[src/sv/swgc_pkg.sv]
// swgc_pkg: shared types and constants for the seed word group codec.
// Used by every module of the block; no dependencies.
`default_nettype none
package swgc_pkg;
	localparam int IDX_W = 12;
	localparam int VAL_W = 32;
	localparam int FIFO_DEPTH = 2;
	localparam logic [IDX_W-1:0] RESET_WORD_COUNT = 12'd1626;

	localparam logic OP_ENCODE = 1'b0;
	localparam logic OP_DECODE = 1'b1;

	typedef struct packed {
		logic             operation;
		logic [VAL_W-1:0] group_value;
		logic [IDX_W-1:0] first_index;
		logic [IDX_W-1:0] second_index;
		logic [IDX_W-1:0] third_index;
	} swgc_in_t;

	typedef struct packed {
		logic [VAL_W-1:0] decoded_value;
		logic [IDX_W-1:0] word_a;
		logic [IDX_W-1:0] word_b;
		logic [IDX_W-1:0] word_c;
	} swgc_out_t;

	// classified item handed from front to back
	typedef struct packed {
		logic             operation;
		logic [IDX_W-1:0] radix;
		logic [VAL_W-1:0] div_a;   // encode: group value; decode: n - i1 + i2
		logic [VAL_W-1:0] div_b;   // decode: n - i2 + i3
		logic [IDX_W-1:0] first_index;
	} swgc_job_t;
endpackage
`default_nettype wire

[src/sv/swgc_front.sv]
// swgc_front: accepts commands, resolves the radix and forms the dividends.
// Depends on swgc_pkg.
`default_nettype none
module swgc_front (
	input  wire                   clk,
	input  wire                   arst_n,
	input  wire                   accept,
	input  swgc_pkg::swgc_in_t    cmd,
	input  wire [swgc_pkg::IDX_W-1:0] word_count,
	output logic                  job_valid,
	output swgc_pkg::swgc_job_t   job
);
	import swgc_pkg::*;

	logic [IDX_W-1:0] n;
	logic [VAL_W-1:0] n_x, i1_x, i2_x, i3_x;
	logic             valid_s1;
	swgc_job_t        job_s1;

	always_comb begin
		n = (word_count == '0) ? IDX_W'(1) : word_count;
		n_x  = {{(VAL_W-IDX_W){1'b0}}, n};
		i1_x = {{(VAL_W-IDX_W){1'b0}}, cmd.first_index};
		i2_x = {{(VAL_W-IDX_W){1'b0}}, cmd.second_index};
		i3_x = {{(VAL_W-IDX_W){1'b0}}, cmd.third_index};
	end

	always_ff @(posedge clk or negedge arst_n) begin
		if (!arst_n) begin
			valid_s1 <= 1'b0;
		end else begin
			valid_s1 <= accept;
		end
	end

	always_ff @(posedge clk) begin
		if (accept) begin
			job_s1.operation   <= cmd.operation;
			job_s1.radix       <= n;
			job_s1.div_a       <= (cmd.operation == OP_DECODE) ? (n_x - i1_x + i2_x)
			                                                   : cmd.group_value;
			job_s1.div_b       <= n_x - i2_x + i3_x;
			job_s1.first_index <= cmd.first_index;
		end
	end

	assign job_valid = valid_s1;
	assign job       = job_s1;
endmodule
`default_nettype wire

[config.mk]
export PLATFORM = sky130hd
export DESIGN_NAME = swgc_front
export DESIGN_NICKNAME = d
export VERILOG_FILES = /design/src/sv/swgc_pkg.sv /design/src/sv/swgc_front.sv
export SDC_FILE = /design/constraint.sdc
export NUM_CORES = 1
export LEC_CHECK = 0
export BUFFER_PORTS_ARGS = -buffer_cell sky130_fd_sc_hd__buf_2
export CAP_MARGIN = 20
export CORE_ASPECT_RATIO = 0.8
export CORE_MARGIN = 5
export CORE_UTILIZATION = 41
export CTS_BUF_LIST = sky130_fd_sc_hd__clkbuf_2
export CTS_CLUSTER_DIAMETER = 30
export DETAILED_ROUTE_END_ITERATION = 10
export PLACE_DENSITY = 0.68
export SLEW_MARGIN = 15
export SYNTH_ARGS = -nofsm -noshare
export SYNTH_HDL_FRONTEND = slang
export SYNTH_SLANG_ARGS = --single-unit
[constraint.sdc]
create_clock -name clk -period 1 [get_ports clk]
set_input_delay 0 -clock clk [delete_from_list [all_inputs] [get_ports clk]]
set_output_delay 0 -clock clk [all_outputs]
set_load 0.03 [all_outputs]
==> summary.md, run 1 <==
| Metric | Value |
|---|---|
| Failing checks | negative hold slack, negative setup slack |
| Critical path, cell by cell | buf_8 > nor4_4 > a31oi_2 > ha_4 > nor2b_4 > o2111ai_2 > a311oi_2 > o21ai_2 > nor2b_4 > xnor2_2 > buf_4 > ha_4 > nand3_2 > or2_4 > o21ai_4 > a311o_4 > buf_12 > o21ai_4 |
| Crit Path Class | in -> reg |
| Top-area cell type share of the netlist area | 0.434 |
| FILL cells | roughly 630 |
| Register area share after synthesis | 0.440 |
| Detail Placement HPWL | around 11 mm |
| Overall Global Routing Usage | 0.236 |
| RSZ-0062 raised after global routing | yes |
| Worst Path Required | approximately 1400 ps |
| Initial Util | 0.423 |
| Synth cell types | 53 |
| Routed vias/inst | 5.18 |
| Synth warn | 0 |
| Post-Synthesis Cells | 460 |
| Final Core Density | 0.794 |
| Synth area leaders | edfxtp_1 (43%), ha_1 (13%), xnor2_1 (4.5%) |
| Startpoint types | primary input |
| Row count | 35 |
| Slowest Stage Delay on Critical Path | 370 ps |
| Area occupied by multi-input gates | approximately 3000 um2 |
| Num CTS Buffers | 9 |
| Synthesized area per cell | roughly 11 um2 |
| 1st-pass router iterations | 4 |
| Die H | approximately 110 um |
| Drt total wl | about 18 mm |
| Fin crit share | 2.93 |
| Slew @ Worst Pin | between 300 and 400 ps |
| Max capacitance violation total | 0 |
| Input/output buffers | around 170 |
| Initial antenna violation count | 2 |
| Fraction of layout cells with a size suffix above 1 | 0.577 |
| Slew Viols, Final | 0 |
| Largest net degree at the start of global routing | 39 |
| Worst Hold Launch | cmd[0] |
| Worst-path clk slew | about 200 ps |
| Crit. End Element | register |
| Vias in the first global route | roughly 5500 |
| Final GP Congestion | 0.862 |
| Cell Pwr Density | around 1600 nW/um2 |
| Number of synthesized flops with an enable pin | approximately 70 |
| Clk root buf | clkbuf_2 |
| Drc violations | 0 |
| Hold Path Sink | job[12] |
| Iteration-0 DRC Markers | ~320 |
| CP max FO | 5 |
| CTS tree | yes |
| Synth-to-Final Area Change | 87.8% |
| Wire length per cell | 18.4 um |
| CP delay by family, top | compound AO/OA/AOI/OAI gates |
| Top Ports | between 150 and 200 |
| Status | finished with violations |
| Worst hold path class | in -> reg |
| Core Area | around 12000 um2 |
| First-pass GRT wire length | approximately 27 mm |
| CTS Hold Buffers Added | 65 |
| Mapped cell area | slightly below 5000 um2 |
| Critical path buffer and inverter count | 3 |
| FF+latch area | roughly 2200 um2 |
| Die Wd | around 130 um |
| Hold depth | 2 |
| CTS sink count | 72 |
| Vias post-DR | 5156 |
| Async S/R FF share, synth | 0.0139 |
| Rel. slew slack | 0.776 |
| Leakage power | 0.00425 uW |
| Yosys top cell by area | edfxtp_1 |
| Die Area | 14300 um2 |
| CTS HTree Levels | 3 |
| Gr ovfl total | 0 |
| Fin. Hold Viols | 5 |
| Max Buffers Root-to-Sink | 2 |
| Final setup viols | ~140 |
| Number of synthesized register bits | slightly above 70 |
| # nets final | 978 |
| Maximum VDD drop | approximately 1.1 mV |
| Crit path DAT | around 3300 ps |
| Antenna Nets Post-Route | 0 |
| Min Tclk post-route | between 2000 and 3000 ps |
| Main synth FF type | edfxtp_1 |
| Post-route setup slack | -1930 ps |
| Critical path's slowest cell | nor4_4 |
| Hold WS | -258 ps |
| Fmax | 341 MHz |
| Synth Net Count | between 500 and 600 |
cell type report:
| class | count | share of cell area |
|---|---|---|
| repair buffers | 402 | 0.377 |
| flip-flops and latches | 72 | 0.234 |
| multi-input cells | 297 | 0.333 |
| clock buffers | 9 | 0.00489 |
| clock inverters | 7 | 0.00774 |
| diodes | 3 | 0.000814 |
| well taps | 148 | 0.0201 |
| inverters | 57 | 0.0232 |
placed cells by master (no fill, tap or decap), types with 5 or more instances in the layout:
| cell | n |
|---|---|
| xor2_1 | 9 |
| nand3_1 | 5 |
| edfxtp_1 | 71 |
| a21oi_2 | 15 |
| o21ai_2 | 28 |
| nand2_1 | 14 |
| buf_12 | 5 |
| dlygate4sd3_1 | 64 |
| a21o_1 | 11 |
| buf_4 | 144 |
| ha_1 | 38 |
| buf_6 | 106 |
| buf_2 | 80 |
| xnor2_1 | 20 |
| clkbuf_2 | 9 |
| inv_1 | 54 |
| a21oi_1 | 13 |
| ha_2 | 5 |
| ha_4 | 8 |
| nor2_1 | 12 |
| o21ai_0 | 7 |
| a211oi_2 | 5 |
metal layers:
layer / global-route usage / share of wire
met2: 0.412 / 0.50
met4: 0.112 / 0.040
met1: 0.272 / 0.39
met3: 0.0612 / 0.073
met5: 0 / 0
flip-flops by register name, summed over array words and instances (netlist names):
register	cells
job	71
job_valid	1
through the flow:
stage	cells	cell area [um2]	TNS [ps]	power (uW)	worst slack (ps)
4_1_cts	978	8820	-90660	14100	-1800
3_5_place_dp	874	6960	-102270	10400	-2690
2_1_floorplan	460	5190	-79760	8460	-2020
3_3_place_gp	874	6960	-98280	10300	-2530
5_1_grt	994	9220	-99970	15800	-1980
6_report	995	9220	-92160	15100	-1930
power by group:
part	total [uW]	internal, uW	switching (uW)
Sequential	4200	3970	236
Combinational	9170	4600	4560
Clock	1760	575	1180
Total	15100	9150	5980
what timing repair did:
action                     4_1_cts  5_1_grt
pin swaps                       51       49
resized for setup              249       54
cloned                           1        0
setup buffers                   23       16
hold endpoints to repair       140       16
setup endpoints to repair      135      136
logic make-up (layout without fill, tap and decap cells):
group,after synthesis,after routing,share of synthesized area
AO/OA/AOI/OAI,125,125,0.171
multiplexers,8,8,0.0184
flip-flops,72,72,0.440
AND/OR/NAND/NOR,73,73,0.0752
XOR/XNOR,36,36,0.0643
other,0,3,0
adder cells (fa/ha/maj),55,55,0.146
buffers and inverters,91,475,0.0849
how the worst max path moves through the flow:
| stage | start | to | slack (ps) | cells after the start |
|---|---|---|---|---|
| 3_3_place_gp | word_count[5] | job[54] | -2530 | 16 |
| 5_1_grt | word_count[7] | job[57] | -1980 | 18 |
| 2_1_floorplan | word_count[5] | job[54] | -2020 | 15 |
| 6_report | word_count[7] | job[61] | -1930 | 18 |
| 4_1_cts | word_count[8] | job[59] | -1800 | 16 |
| 3_5_place_dp | word_count[5] | job[54] | -2690 | 16 |
Yosys cell counts, drive strengths merged (2+ instances only):
master	count
or4	2
edfxtp	71
o2bb2ai	3
o21bai	3
fa	4
nor4	3
ha	51
xor2	11
or3	3
mux2	8
nand2	17
a211oi	9
nor2	16
o21a	4
a31o	2
o211ai	2
o21ai	43
and2	4
a22o	2
buf	20
a31oi	5
nand2b	4
a21oi	31
xnor2	25
nor3	8
nand3	7
nor2b	4
a21o	11
inv	57
o2111ai	2
clkbuf	14
(Power assumes the default switching activity.)
==> run 2: changes to the inputs <==
--- a/config.mk
+++ b/config.mk
@@ -14,6 +14,7 @@
 export CTS_CLUSTER_DIAMETER = 30
 export DETAILED_ROUTE_END_ITERATION = 10
 export PLACE_DENSITY = 0.68
+export SETUP_SLACK_MARGIN = 0.02
 export SLEW_MARGIN = 15
 export SYNTH_ARGS = -nofsm -noshare
 export SYNTH_HDL_FRONTEND = slang
==> run 2 against run 1 <==
Non-clock buffer count decreased by 1. Total power increased by 1.0%. Worst setup slack got worse by 87 ps. Sequential share of layout area decreased by 0.051 points. Sequential cell count unchanged. Critical path depth decreased by 2. Hold slack improved by 7.0 ps. Final area increased by 0.22%. Count of clock-buffer cells in the layout unchanged. The run still ends with negative hold slack, negative setup slack left. Via count increased by 1.6%. Critical endpoint is now job[54].
==> summary.md, run 2 (synthesis gave the netlist of run 1 again) <==
| Metric | Value |
|---|---|
| FILL cells | around 630 |
| Cell Count, Final, Fillers Out | between 900 and 1000 |
| CTS sink count | 72 |
| Row count | 35 |
| Leakage power | ~0.0043 uW |
| Fin crit share | 3.02 |
| # nets final | roughly 1000 |
| Initial antenna violation count | 2 |
| Synth-to-Final Area Change | 88.2% |
| Pre-CTS setup slack | -2690 ps |
| Worst Hold Launch | cmd[0] |
| Iteration-0 DRC Markers | a little over 300 |
| Input/output buffers | 173 |
| Final Core Density | 0.796 |
| 1st-pass router iterations | 5 |
| Clk root buf | clkbuf_2 |
| Gr ovfl total | 0 |
| Critical path buffer and inverter count | 1 |
| Final GP Congestion | roughly 0.86 |
| Die Wd | around 130 um |
| Worst Path Required | around 1400 ps |
| Failing checks | negative hold slack, negative setup slack |
| Max Buffers Root-to-Sink | 2 |
| Crit Path Class | in -> reg |
| Routed vias/inst | approximately 5.3 |
| Core Area | ~12000 um2 |
| Max reg flops | 71 |
| Hold WS | -251 ps |
| Vias in the first global route | approximately 5400 |
| Slowest Stage Delay on Critical Path | 360 ps |
| CP max FO | 2 |
| Fmax | about 330 MHz |
| Min Tclk post-route | slightly above 3000 ps |
| Drt total wl | around 19 mm |
| Top Ports | 174 |
| Fin. Hold Viols | 6 |
| Die Area | 14300 um2 |
| Final setup viols | 135 |
| Wire length per cell | 19.1 um |
| Largest net degree at the start of global routing | 39 |
| Critical path's slowest cell | nor4_4 |
| Overall Global Routing Usage | 0.236 |
| Slew Viols, Final | 0 |
| Initial Util | 0.423 |
| CP delay by family, top | compound AO/OA/AOI/OAI gates |
| CTS Hold Buffers Added | between 60 and 70 |
| CTS tree | yes |
| Die H | approximately 110 um |
| Detail Placement HPWL | about 11 mm |
| Vias post-DR | between 5000 and 6000 |
| Cell Pwr Density | 1650 nW/um2 |
| Antenna Nets Post-Route | 0 |
| Maximum VDD drop | roughly 1.1 mV |
| Crit path DAT | 3380 ps |
| First-pass GRT wire length | 27.0 mm |
| Worst hold path class | in -> reg |
| Max capacitance violation total | 0 |
| Most frequent CP cell | nor2b_4 |
| RSZ-0062 raised after global routing | yes |
| Most frequent cells in the layout | buf_4 (138), buf_6 (111), buf_2 (80) |
| Hold Path Sink | job[12] |
| CTS HTree Levels | 3 |
| Slew @ Worst Pin | about 320 ps |
| Worst-path clk slew | between 200 and 250 ps |
| Status | finished with violations |
| Commonest non-fill, non-tap cell in the layout | buf_4 |
| Rel. slew slack | 0.785 |
| Post-route setup slack | -2020 ps |
| Critical path, cell by cell | buf_8 > nor4_4 > a31oi_2 > ha_4 > nor2b_4 > o2111ai_2 > a311oi_2 > o21ai_2 > nor2b_4 > xnor2_2 > ha_1 > and2_4 > a221o_1 > a31oi_4 > xnor2_1 > mux2_2 |
| Startpoint types | primary input |
| Fraction of layout cells with a size suffix above 1 | 0.579 |
| Crit. End Element | register |
| Hold depth | 2 |
| Drc violations | 0 |
| Placed Instances | around 870 |
| Num CTS Buffers | 9 |
[run 2: worst max-delay path by stage]
stage / slack (ps) / startpoint / cells after the start / to
finish: -2020 / word_count[7] / 16 / job[54]
global route: -2070 / word_count[7] / 16 / job[54]
CTS: -1800 / word_count[8] / 16 / job[59]
detailed placement: -2690 / word_count[5] / 16 / job[54]
global placement: -2530 / word_count[5] / 16 / job[54]
floorplan: -2020 / word_count[5] / 15 / job[54]
[run 2: power breakdown]
part	internal, uW	total (uW)	switching, uW
sequential	3970	4200	235
clock	575	1750	1180
combinational	4680	9320	4640
total	9220	15300	6060
[run 2: layer usage]
layer  vias up  track usage  routed length, um
li1       2404            -                  -
met1      2521        0.272               7370
met2       251        0.412               9500
met3        60       0.0612               1400
met4         0        0.112                682
met5         -            0                  0
[run 2: timing repair]
action | in CTS | in global routing
resized for setup | 249 | 60
buffers inserted | 23 | 17
pin swaps | 51 | 56
endpoints found under the setup margin | 135 | 137
gates cloned | 1 | 0
endpoints found under the hold margin | 140 | 18
[run 2: layout make-up]
class	instances	area (um2)	area share
Antenna cell	3	7.51	0.000813
Clock buffer	9	45.0	0.00488
Clock inverter	7	71.3	0.00772
Inverter	57	216	0.0234
Multi-Input combinational cell	297	3060	0.332
Sequential cell	72	2160	0.234
Tap cell	148	185	0.0200
Timing Repair Buffer	401	3490	0.378
[run 2: stage by stage]
step	TNS (ps)	area, um2	total power [uW]
2_1_floorplan	-79760	5190	8460
3_3_place_gp	-98280	6960	10300
3_5_place_dp	-102270	6960	10400
4_1_cts	-90660	8810	14100
5_1_grt	-100640	9240	15900
6_report	-93340	9240	15300
