$ cat src/sv/swgc_pkg.sv
// swgc_pkg: shared types and constants for the seed word group codec.
// Used by every module of the block; no dependencies.
`default_nettype none
package swgc_pkg;
	localparam int IDX_W = 12;
	localparam int VAL_W = 32;
	localparam int FIFO_DEPTH = 2;
	localparam logic [IDX_W-1:0] RESET_WORD_COUNT = 12'd1626;

	localparam logic OP_ENCODE = 1'b0;
	localparam logic OP_DECODE = 1'b1;

	typedef struct packed {
		logic             operation;
		logic [VAL_W-1:0] group_value;
		logic [IDX_W-1:0] first_index;
		logic [IDX_W-1:0] second_index;
		logic [IDX_W-1:0] third_index;
	} swgc_in_t;

	typedef struct packed {
		logic [VAL_W-1:0] decoded_value;
		logic [IDX_W-1:0] word_a;
		logic [IDX_W-1:0] word_b;
		logic [IDX_W-1:0] word_c;
	} swgc_out_t;

	// classified item handed from front to back
	typedef struct packed {
		logic             operation;
		logic [IDX_W-1:0] radix;
		logic [VAL_W-1:0] div_a;   // encode: group value; decode: n - i1 + i2
		logic [VAL_W-1:0] div_b;   // decode: n - i2 + i3
		logic [IDX_W-1:0] first_index;
	} swgc_job_t;
endpackage
`default_nettype wire

$ cat src/sv/swgc_fifo.sv
// swgc_fifo: short job queue between front and back.
// Depends on swgc_pkg.
`default_nettype none
module swgc_fifo #(
	parameter int DEPTH = swgc_pkg::FIFO_DEPTH
) (
	input  wire                 clk,
	input  wire                 arst_n,
	input  wire                 push,
	input  swgc_pkg::swgc_job_t push_data,
	input  wire                 pop,
	output logic                empty,
	output logic                full,
	output swgc_pkg::swgc_job_t pop_data
);
	import swgc_pkg::*;

	localparam int PW = (DEPTH > 1) ? $clog2(DEPTH) : 1;
	localparam int CW = $clog2(DEPTH + 1);

	swgc_job_t        mem_q [DEPTH];
	logic [PW-1:0]    wr_ptr_q, rd_ptr_q;
	logic [CW-1:0]    cnt_q;

	assign empty    = (cnt_q == '0);
	assign full     = (cnt_q == CW'(DEPTH));
	assign pop_data = mem_q[rd_ptr_q];

	always_ff @(posedge clk or negedge arst_n) begin
		if (!arst_n) begin
			wr_ptr_q <= '0;
			rd_ptr_q <= '0;
			cnt_q    <= '0;
		end else begin
			if (push) begin
				wr_ptr_q <= (wr_ptr_q == PW'(DEPTH-1)) ? '0 : wr_ptr_q + 1'b1;
			end
			if (pop) begin
				rd_ptr_q <= (rd_ptr_q == PW'(DEPTH-1)) ? '0 : rd_ptr_q + 1'b1;
			end
			if (push && !pop) begin
				cnt_q <= cnt_q + 1'b1;
			end else if (pop && !push) begin
				cnt_q <= cnt_q - 1'b1;
			end
		end
	end

	always_ff @(posedge clk) begin
		if (push) begin
			mem_q[wr_ptr_q] <= push_data;
		end
	end
endmodule
`default_nettype wire

$ cat config.mk
export PLATFORM = sky130hd
export DESIGN_NAME = swgc_fifo
export DESIGN_NICKNAME = d
export VERILOG_FILES = /design/src/sv/swgc_pkg.sv /design/src/sv/swgc_fifo.sv
export SDC_FILE = /design/constraint.sdc
export NUM_CORES = 1
export LEC_CHECK = 0
export BUFFER_PORTS_ARGS = -buffer_cell sky130_fd_sc_hd__buf_2
export CORE_MARGIN = 4
export CORE_UTILIZATION = 50
export DETAILED_ROUTE_END_ITERATION = 12
export PLACE_DENSITY_LB_ADDON = 0.1
export SYNTH_ARGS = -nofsm -noshare
export SYNTH_HDL_FRONTEND = slang
export SYNTH_SLANG_ARGS = --single-unit
$ cat constraint.sdc
create_clock -name clk -period 5.8 [get_ports clk]
set_clock_uncertainty 0.2 [all_clocks]
set_input_delay 0.58 -clock clk [delete_from_list [all_inputs] [get_ports clk]]
set_output_delay 0.58 -clock clk [all_outputs]
set_load 0.02 [all_outputs]
==> flow_summary.toml, run 1 <==
[global_route]
grt_max_degree = 52
grt_pass1_vias = 3554
grt_pass1_wl_um = 17700
grt-ovfl-total = 0
grtUsageTotal = 0.160
antenna_found_initial = 1

[clock_network]
cts.clk_slew.worst_paths_ps = 60
clk_path_buf_depth = 2
cts_made_buffers = 17
clock_latency_ps = 410
h-tree-depth = 4
tritoncts = "yes"
cts-root-buf = "clkbuf_16"
cts_resized = 0
clkSinkCount = 182

[timing]
timing.final.crit_share = 0.559
finalSetupViolCount = 0
rsz0062_at_grt = "false"
timing.final.crit_period_ps = 3240
holdWs_ps = 149
worst_slew_pin_slew_ps = 707
fmax_mhz = 308
fin_tns_setup_ps = 0
hold_viol = 0
maxSlewHeadroom = 0.529
slew_violations = 0

[setup_path]
reg2reg_depth = 2
cp-start-kind = "register"
path_class = "register to output port"
crit_path_max_incr_delay_ps = 810
crit_path_end = "pop_data[35]"
rr_endpoint = "mem_q[1][9]"
worstPathArrival_ps = 2460
r2r_slack_ps = 3570
startpoint = "rd_ptr_q"
crit_slowest_cell = "dfrtp_4"
cp_max_fo = 47
rr_startpoint = "wr_ptr_q"
cp_cell_sequence = "buf_4 -> mux2_2 -> buf_2"
required_ps = 5020
end_kind = "output port"

[status]
status = "complete, no violations"

[final_layout]
drive_above_1_share = 0.608
area_growth_syn_to_layout_pct = 25.0
final_cells = 675
final_cell_area_mm2 = 0.00834
fillerInstances = 922
multi_input_area_mm2 = 0.00109
fin_nets = 584
regArea_mm2 = 0.00545

[logic_synthesis]
yosysSeqAreaShare = 0.817
synth-seq-cells = 182
synthMuxAreaShare = 0.150
netlist.area_leader.share = 0.802
synth_compound_area_frac = 0
synth_area_mm2 = 0.00667
synth_warnings = 0
avgSynthCellArea_um2 = 22.8
synthAdderAreaFrac = 0.00188
synthCells = 293
yosys.area.top_type = "edfxtp_1"
synth_fp_nets = 387
synthSimpleGateAreaFrac = 0.00394
synthXorXnorAreaFrac = 0.00657
yosysUniqueCellTypes = 12
synth_area_leaders = "edfxtp_1 (80%), mux2_2 (15%), clkbuf_8 (1.9%)"
synth_top_family_by_area = "multiplexers"

[placement]
gp_congestion = 0.692
io_buffers = 183
placedInstanceArea_mm2 = 0.00771
dp_cells = 642
dp_hpwl_um = 7900

[floorplanning]
io_pins = 184
die_w_um = 123
coreArea_mm2 = 0.0128
fp.dieH_um = 123
start_util = 0.520
dieArea_mm2 = 0.0152
num_rows = 41

[routing]
drc = 0
ant_nets = 0
vias = 3313
drt_pass1_iterations = 4
drt_iter0_markers = 184
routed_wirelength_um = 11800
avgRoutedWirePerCell_um = 17.4
detail_route.vias_per_cell = 4.91

[power_and_ir_drop]
pwr-share-comb = 0.290
intPower_w = 0.00301
p_seq_frac = 0.433
p_leak_nw = 3.16
ir_worst_vdd_mv = 0.289
p_per_area_mw_per_mm2 = 516
pwr-share-clk = 0.276
switchingPower_w = 0.00130
netSwitchingFraction = 0.301
power.total_w = 0.00430

[hold_path]
min_path_type = "input pin to register"
min_path_cells = 1

[flow_run]
maxCapViolations = 0
## placed cells by master, fill, tap and decap left out
| cell type | synthesis | final |
|---|---|---|
| dfrtp_1 | 4 | 3 |
| clkinvlp_4 | 0 | 1 |
| diode_2 | 0 | 1 |
| clkinv_2 | 0 | 3 |
| nor2b_1 | 2 | 1 |
| inv_1 | 1 | 1 |
| nor2_1 | 2 | 2 |
| xor2_1 | 4 | 4 |
| bufinv_16 | 0 | 5 |
| clkbuf_1 | 0 | 2 |
| xnor2_1 | 1 | 1 |
| nor2b_4 | 0 | 1 |
| buf_4 | 0 | 4 |
| mux2_2 | 89 | 89 |
| and2_4 | 0 | 1 |
| dlygate4sd3_1 | 0 | 1 |
| edfxtp_1 | 178 | 178 |
| ha_1 | 1 | 1 |
| clkinv_1 | 0 | 3 |
| clkbuf_16 | 0 | 17 |
| dfrtp_4 | 0 | 1 |
| buf_2 | 0 | 183 |
## critical path, delay by kind of cell, from the launching register on
family / cells / cell delay [ps]
flip-flops: 1 / 810
buffers and inverters: 2 / 780
multiplexers: 1 / 420
## logic make-up after synthesis
| family | count (synthesis) |
|---|---|
| DFF | 182 |
| and+or+nand+nor | 5 |
| adders and majority gates | 1 |
| xor gates and xnor gates | 5 |
| muxes | 89 |
| buffers and inverters | 11 |
## worst min path at each step
stage               slack, ps           end           from
CTS                       130  mem_q[0][36]  push_data[36]
floorplan                  80      cnt_q[0]         arst_n
finish                    150  mem_q[0][76]  push_data[76]
global route              120  mem_q[0][29]  push_data[29]
global placement          190      cnt_q[1]         arst_n
detailed placement        190      cnt_q[0]         arst_n
## routing by layer
metal	vias up	track usage	share of wire
li1	1559	-	-
met1	1621	0.175	0.38
met2	113	0.271	0.51
met3	18	0.0695	0.090
met4	2	0.0706	0.017
met5	-	0	0.0015
## cell usage after synthesis
library cell and count:
edfxtp_1 178, mux2_2 89, clkbuf_8 9, dfrtp_1 4, xor2_1 4, nor2_1 2
nor2b_1 2, and2_1 1, buf_6 1, ha_1 1, inv_1 1, xnor2_1 1
## metrics by stage
stage,worst slack (ps),utilization
floorplan,590,-
global placement,2920,0.601
detailed placement,2920,0.601
CTS,2470,0.650
global route,2400,0.650
finish,2560,0.650
## registers in the layout (all words and copies together), names as in the netlist
signal    cells
wr_ptr_q      1
cnt_q         2
rd_ptr_q      1
mem_q       178
## layout make-up
class | count | area share
multi-input cells | 100 | 0.131
flip-flops and latches | 182 | 0.654
repair buffers | 188 | 0.115
clock inverters | 12 | 0.0221
well taps | 172 | 0.0258
diodes | 1 | 0.000300
clock buffers | 19 | 0.0519
inverters | 1 | 0.000450
## timing repair
action,in CTS,in global routing
hold buffers,1,0
endpoints found under the hold margin,4,0
buffers inserted,0,0
## power groups by stage
stage | clock, W | sequential (W) | combinational (W)
2_1_floorplan | 0 | 0.00184 | 0.000988
3_3_place_gp | 0 | 0.00189 | 0.00128
3_5_place_dp | 0 | 0.00190 | 0.00128
4_1_cts | 0.00121 | 0.00187 | 0.00128
5_1_grt | 0.00128 | 0.00189 | 0.00134
6_report | 0.00119 | 0.00186 | 0.00125
Power figures use the tool's default switching activity.
==> run 2, diff against run 1 <==
Settings changed: ABC_AREA from default to 1, CORE_UTILIZATION 50 to 47.
Clock period 5.8 ns to 2.9 ns, I/O delays scaled along.
==> flow_summary.toml, run 2 <==
[status]
status = "complete, no violations"

[logic_synthesis]
synthCells = 302
synth_warnings = 0
avgSynthCellArea_um2 = 22.1
synth_fp_nets = 396
yosys.area.top_type = "edfxtp_1"
synth_area_leaders = "edfxtp_1 (80%), mux2_2 (15%), clkbuf_8 (1.9%)"
ys.flop_type = "edfxtp_1"
netlist.area_leader.share = 0.799
synth_edf_count = 178
synth_area_mm2 = 0.00669
synthArstFlopShare = 0.0220
yosysUniqueCellTypes = 13
synthTopCellsByCount = "edfxtp_1 (178), mux2_2 (89), clkbuf_8 (9)"
synthMostInstantiatedCell = "edfxtp_1"
yosysSeqAreaShare = 0.814
synth-seq-cells = 182

[setup_path]
cp_max_fo = 36
required_ps = 2410
end_kind = "output port"
path_class = "register to output port"
cp-start-kind = "register"
worstPathArrival_ps = 2030
r2r_slack_ps = 1110

[global_route]
grt_max_degree = 48
grt_pass1_vias = 4159
grtUsageTotal = 0.171
grt-ovfl-total = 0
antenna_found_initial = 0
grt_pass1_wl_um = 21100

[timing]
timing.final.crit_period_ps = 2520
fin_tns_setup_ps = 0
hold_viol = 0
timing.final.crit_share = 0.870
fmax_mhz = 396
maxSlewHeadroom = 0.562
slew_violations = 0
worst_slew_pin_slew_ps = 657
finalSetupViolCount = 0
rsz0062_at_grt = "false"

[clock_network]
postCtsSetupBuffers = 0
cts.clk_slew.worst_paths_ps = 70
cts_resized = 0
cts_made_buffers = 17
clock_latency_ps = 410
clk_path_buf_depth = 2
cts-root-buf = "clkbuf_16"
tritoncts = "yes"
clkSinkCount = 182
h-tree-depth = 4

[placement]
dp_cells = 662
gp_congestion = 0.722
dp_hpwl_um = 8410
io_buffers = 183

[final_layout]
n_antenna_cell = 0
final_common_cell = "buf_2"
largest_registers = "mem_q x178, cnt_q x2"
regMostFlops = "mem_q"
regArea_mm2 = 0.00545
fillerInstances = 986
multi_input_area_mm2 = 0.00109
final_cell_mix = "buf_2 (183), edfxtp_1 (178), dlygate4sd3_1 (92), mux2_2 (89), clkbuf_16 (17)"
drive_above_1_share = 0.511
fin_nets = 687
area_growth_syn_to_layout_pct = 39.3
largest_reg_flops = 178
final_cells = 785
final_util = 0.668

[floorplanning]
fp.dieH_um = 127
dieArea_mm2 = 0.0162
die_w_um = 127
num_rows = 43
coreArea_mm2 = 0.0139
io_pins = 184
start_util = 0.480

[power_and_ir_drop]
ir_worst_vdd_mv = 0.463
power.total_w = 0.00879
p_leak_nw = 3.58
p_per_area_mw_per_mm2 = 944

[routing]
drt_iter0_markers = 170
drc = 0
avgRoutedWirePerCell_um = 17.0
vias = 3724
routed_wirelength_um = 13400
ant_nets = 0
detail_route.vias_per_cell = 4.74
drt_pass1_iterations = 4

[hold_path]
min_path_type = "input pin to async pin"

[flow_run]
maxCapViolations = 0
run 2: where the power goes:
part | internal [W] | total [W] | switching, W | leakage [nW]
logic | 0.00114 | 0.00271 | 0.00157 | 1.58
clock network | 0.00143 | 0.00236 | 0.000933 | 0.286
registers | 0.00349 | 0.00372 | 0.000229 | 1.72
total | 0.00606 | 0.00879 | 0.00273 | 3.58
run 2: critical path, stage by stage (launching register included):
cell	delay [ps]
dfrtp_4	790
buf_12	280
mux2_2	370
buf_2	160
run 2: what timing repair did:
action / 4_1_cts / 5_1_grt
hold buffers: 92 / 0
endpoints found under the hold margin: 184 / 0
endpoints found under the setup margin: 0 / 0
run 2: path summary, 6_finish.rpt:
check | from | end | cells past startpoint
max | rd_ptr_q | pop_data[32] | 3
min | arst_n | cnt_q[1] | 2
max reg2reg | wr_ptr_q | mem_q[1][56] | 3
min reg2reg | cnt_q[1] | cnt_q[1] | 2
max in group asynchronous | arst_n | rd_ptr_q | 2
min in group clk | cnt_q[1] | cnt_q[1] | 2
run 2: metrics by stage:
| step | instance area [um^2] | setup slack [ps] | hold slack (ps) |
|---|---|---|---|
| floorplan | 6700 | 62.4 | -206 |
| global placement | 7780 | 799 | -99.3 |
| detailed placement | 7780 | 789 | -95.6 |
| CTS | 9320 | 330 | 21.8 |
| global route | 9320 | 283 | 49.9 |
| finish | 9320 | 376 | 49.7 |
run 2: logic make-up (layout without fill, tap and decap cells):
family,after synthesis,in the layout,synth area share
xor gates and xnor gates,3,3,0.00393
adders and majority gates,1,1,0.00187
buffers and inverters,17,320,0.0241
DFF,182,182,0.814
muxes,89,89,0.150
and+or+nand+nor,10,10,0.00617
run 2: routing by layer:
metal,up-vias,track usage,share of wire
li1,1772,-,-
met1,1824,0.198,0.40
met2,112,0.300,0.54
met3,16,0.0506,0.051
met4,0,0.0662,0.016
met5,-,0,0
run 2: final cells by class:
type,count,area share
Multi-Input combinational cell,103,0.117
Clock buffer,17,0.0457
Timing Repair Buffer,282,0.206
Clock inverter,14,0.0197
Inverter,7,0.00296
Tap cell,180,0.0242
Sequential cell,182,0.585
==> run 3, diff against run 2 <==
--- a/config.mk
+++ b/config.mk
@@ -8,6 +8,8 @@
 export ABC_AREA = 1
 export BUFFER_PORTS_ARGS = -buffer_cell sky130_fd_sc_hd__buf_2
+export CELL_PAD_IN_SITES_DETAIL_PLACEMENT = 1
+export CELL_PAD_IN_SITES_GLOBAL_PLACEMENT = 2
 export CORE_MARGIN = 4
-export CORE_UTILIZATION = 47
+export CORE_UTILIZATION = 34
 export DETAILED_ROUTE_END_ITERATION = 12
 export PLACE_DENSITY_LB_ADDON = 0.1
==> constraint.sdc (replaced) <==
create_clock -name clk -period 2.9 [get_ports clk]
set_clock_uncertainty 0.2 [all_clocks]
set_input_delay 0.145 -clock clk [delete_from_list [all_inputs] [get_ports clk]]
set_output_delay 0.145 -clock clk [all_outputs]
set_load 0.02 [all_outputs]
==> flow_summary.toml, run 3 (synthesis results as in run 2) <==
[routing]
routed_wirelength_um = 14200
dr_wl_met2_um = 7620
drt_pass1_iterations = 4
avgRoutedWirePerCell_um = 16.4
m1WireLength_um = 5540
drt_iter0_markers = 113
drc = 0
ant_nets = 0
detailroute.wirelength.met3_um = 872
detail_route.vias_per_cell = 4.33
vias = 3766
top_layer_used = "met4"

[clock_network]
cts-root-buf = "clkbuf_16"
ctsHoldBuffers = 93
cts_made_buffers = 17
cts_resized = 0
clk_path_buf_depth = 2
clkSinkCount = 182
cts.clk_slew.worst_paths_ps = 70
clock_latency_ps = 410
postCtsSetupBuffers = 0
h-tree-depth = 4
tritoncts = "yes"

[final_layout]
final_common_cell = "buf_2"
drive_above_1_share = 0.507
largest_reg_flops = 178
n_antenna_cell = 0
regMostFlops = "mem_q"
fillerInstances = 1937
fin_nets = 687
final_cell_area_mm2 = 0.00935
final_cells = 870
largest_registers = "mem_q x178, cnt_q x2"
area_growth_syn_to_layout_pct = 39.8
final_util = 0.482
final_cell_mix = "buf_2 (183), edfxtp_1 (178), dlygate4sd3_1 (93), mux2_2 (89), clkbuf_16 (17)"

[hold_path]
min_path_cells = 2
holdPathEnd = "mem_q[0][53]"
min_path_type = "input pin to register"
min_from = "push_data[53]"

[placement]
io_buffers = 183
gp_congestion = 0.681
placedInstanceArea_mm2 = 0.00789
dp_cells = 746
dp_hpwl_um = 9100

[setup_path]
rr_startpoint = "wr_ptr_q"
end_kind = "output port"
cp-start-kind = "register"
path_class = "register to output port"
rr_endpoint = "mem_q[1][56]"
reg2reg_depth = 3
required_ps = 2560
cp_max_fo = 42
worstPathArrival_ps = 2150
r2r_slack_ps = 1070

[timing]
fmax_mhz = 401
timing.final.crit_share = 0.860
hold_viol = 0
maxSlewHeadroom = 0.473
timing.final.crit_period_ps = 2500
slew_violations = 0
worst_slew_pin_slew_ps = 790
finalSetupViolCount = 0
rsz0062_at_grt = "false"
fin_tns_setup_ps = 0

[power_and_ir_drop]
power.total_w = 0.00855
p_per_area_mw_per_mm2 = 914
p_leak_nw = 3.55
ir_worst_vdd_mv = 0.432

[global_route]
grtUsageTotal = 0.133
grt_pass1_vias = 4345
grt_max_degree = 53
antenna_found_initial = 0
grt-ovfl-total = 0
grt_pass1_wl_um = 22400

[floorplanning]
io_pins = 184
fp.dieH_um = 148
coreArea_mm2 = 0.0194
start_util = 0.345
die_w_um = 148
dieArea_mm2 = 0.0220
num_rows = 51

[flow_run]
maxCapViolations = 0

[status]
status = "complete, no violations"
## run 3: area by class of cell
| type | instances | area (um^2) | area share |
|---|---|---|---|
| Tap cell | 265 | 332 | 0.0354 |
| Sequential cell | 182 | 5450 | 0.583 |
| Multi-Input combinational cell | 103 | 1090 | 0.117 |
| Timing Repair Buffer | 282 | 1920 | 0.205 |
| Clock inverter | 11 | 101 | 0.0108 |
| Clock buffer | 20 | 437 | 0.0467 |
| Inverter | 7 | 28.8 | 0.00308 |
## run 3: where the power goes
| part | total, W | switching (W) | leakage, nW | internal (W) |
|---|---|---|---|---|
| Combinational | 0.00270 | 0.00158 | 1.57 | 0.00113 |
| Sequential | 0.00374 | 0.000244 | 1.72 | 0.00349 |
| Clock | 0.00211 | 0.000933 | 0.256 | 0.00118 |
## run 3: worst max-delay path, cell delays in order, from the launching register on
cell	delay, ps
dfrtp_4	840
buf_4	360
mux2_2	360
buf_2	160
## run 3: metrics by stage
stage	hold WS, ps	worst slack, ps
2_1_floorplan	-351	62.4
3_3_place_gp	-245	817
3_5_place_dp	-240	792
4_1_cts	222	327
5_1_grt	223	267
6_report	244	405
## run 3: per-layer routing
layer / vias up / global-route usage
li1: 1766 / -
met1: 1881 / 0.145
met2: 104 / 0.238
met3: 15 / 0.0506
met4: 0 / 0.0420
met5: - / 0
## run 3: worst max-delay path by stage
stage | start | endpoint | slack, ps | cells after the start
after floorplan | wr_ptr_q | mem_q[1][0] | 60 | 2
after global placement | rd_ptr_q | pop_data[18] | 820 | 3
after detailed placement | rd_ptr_q | pop_data[47] | 790 | 3
after CTS | rd_ptr_q | pop_data[18] | 330 | 3
after global routing | rd_ptr_q | pop_data[17] | 270 | 3
final | rd_ptr_q | pop_data[18] | 400 | 3
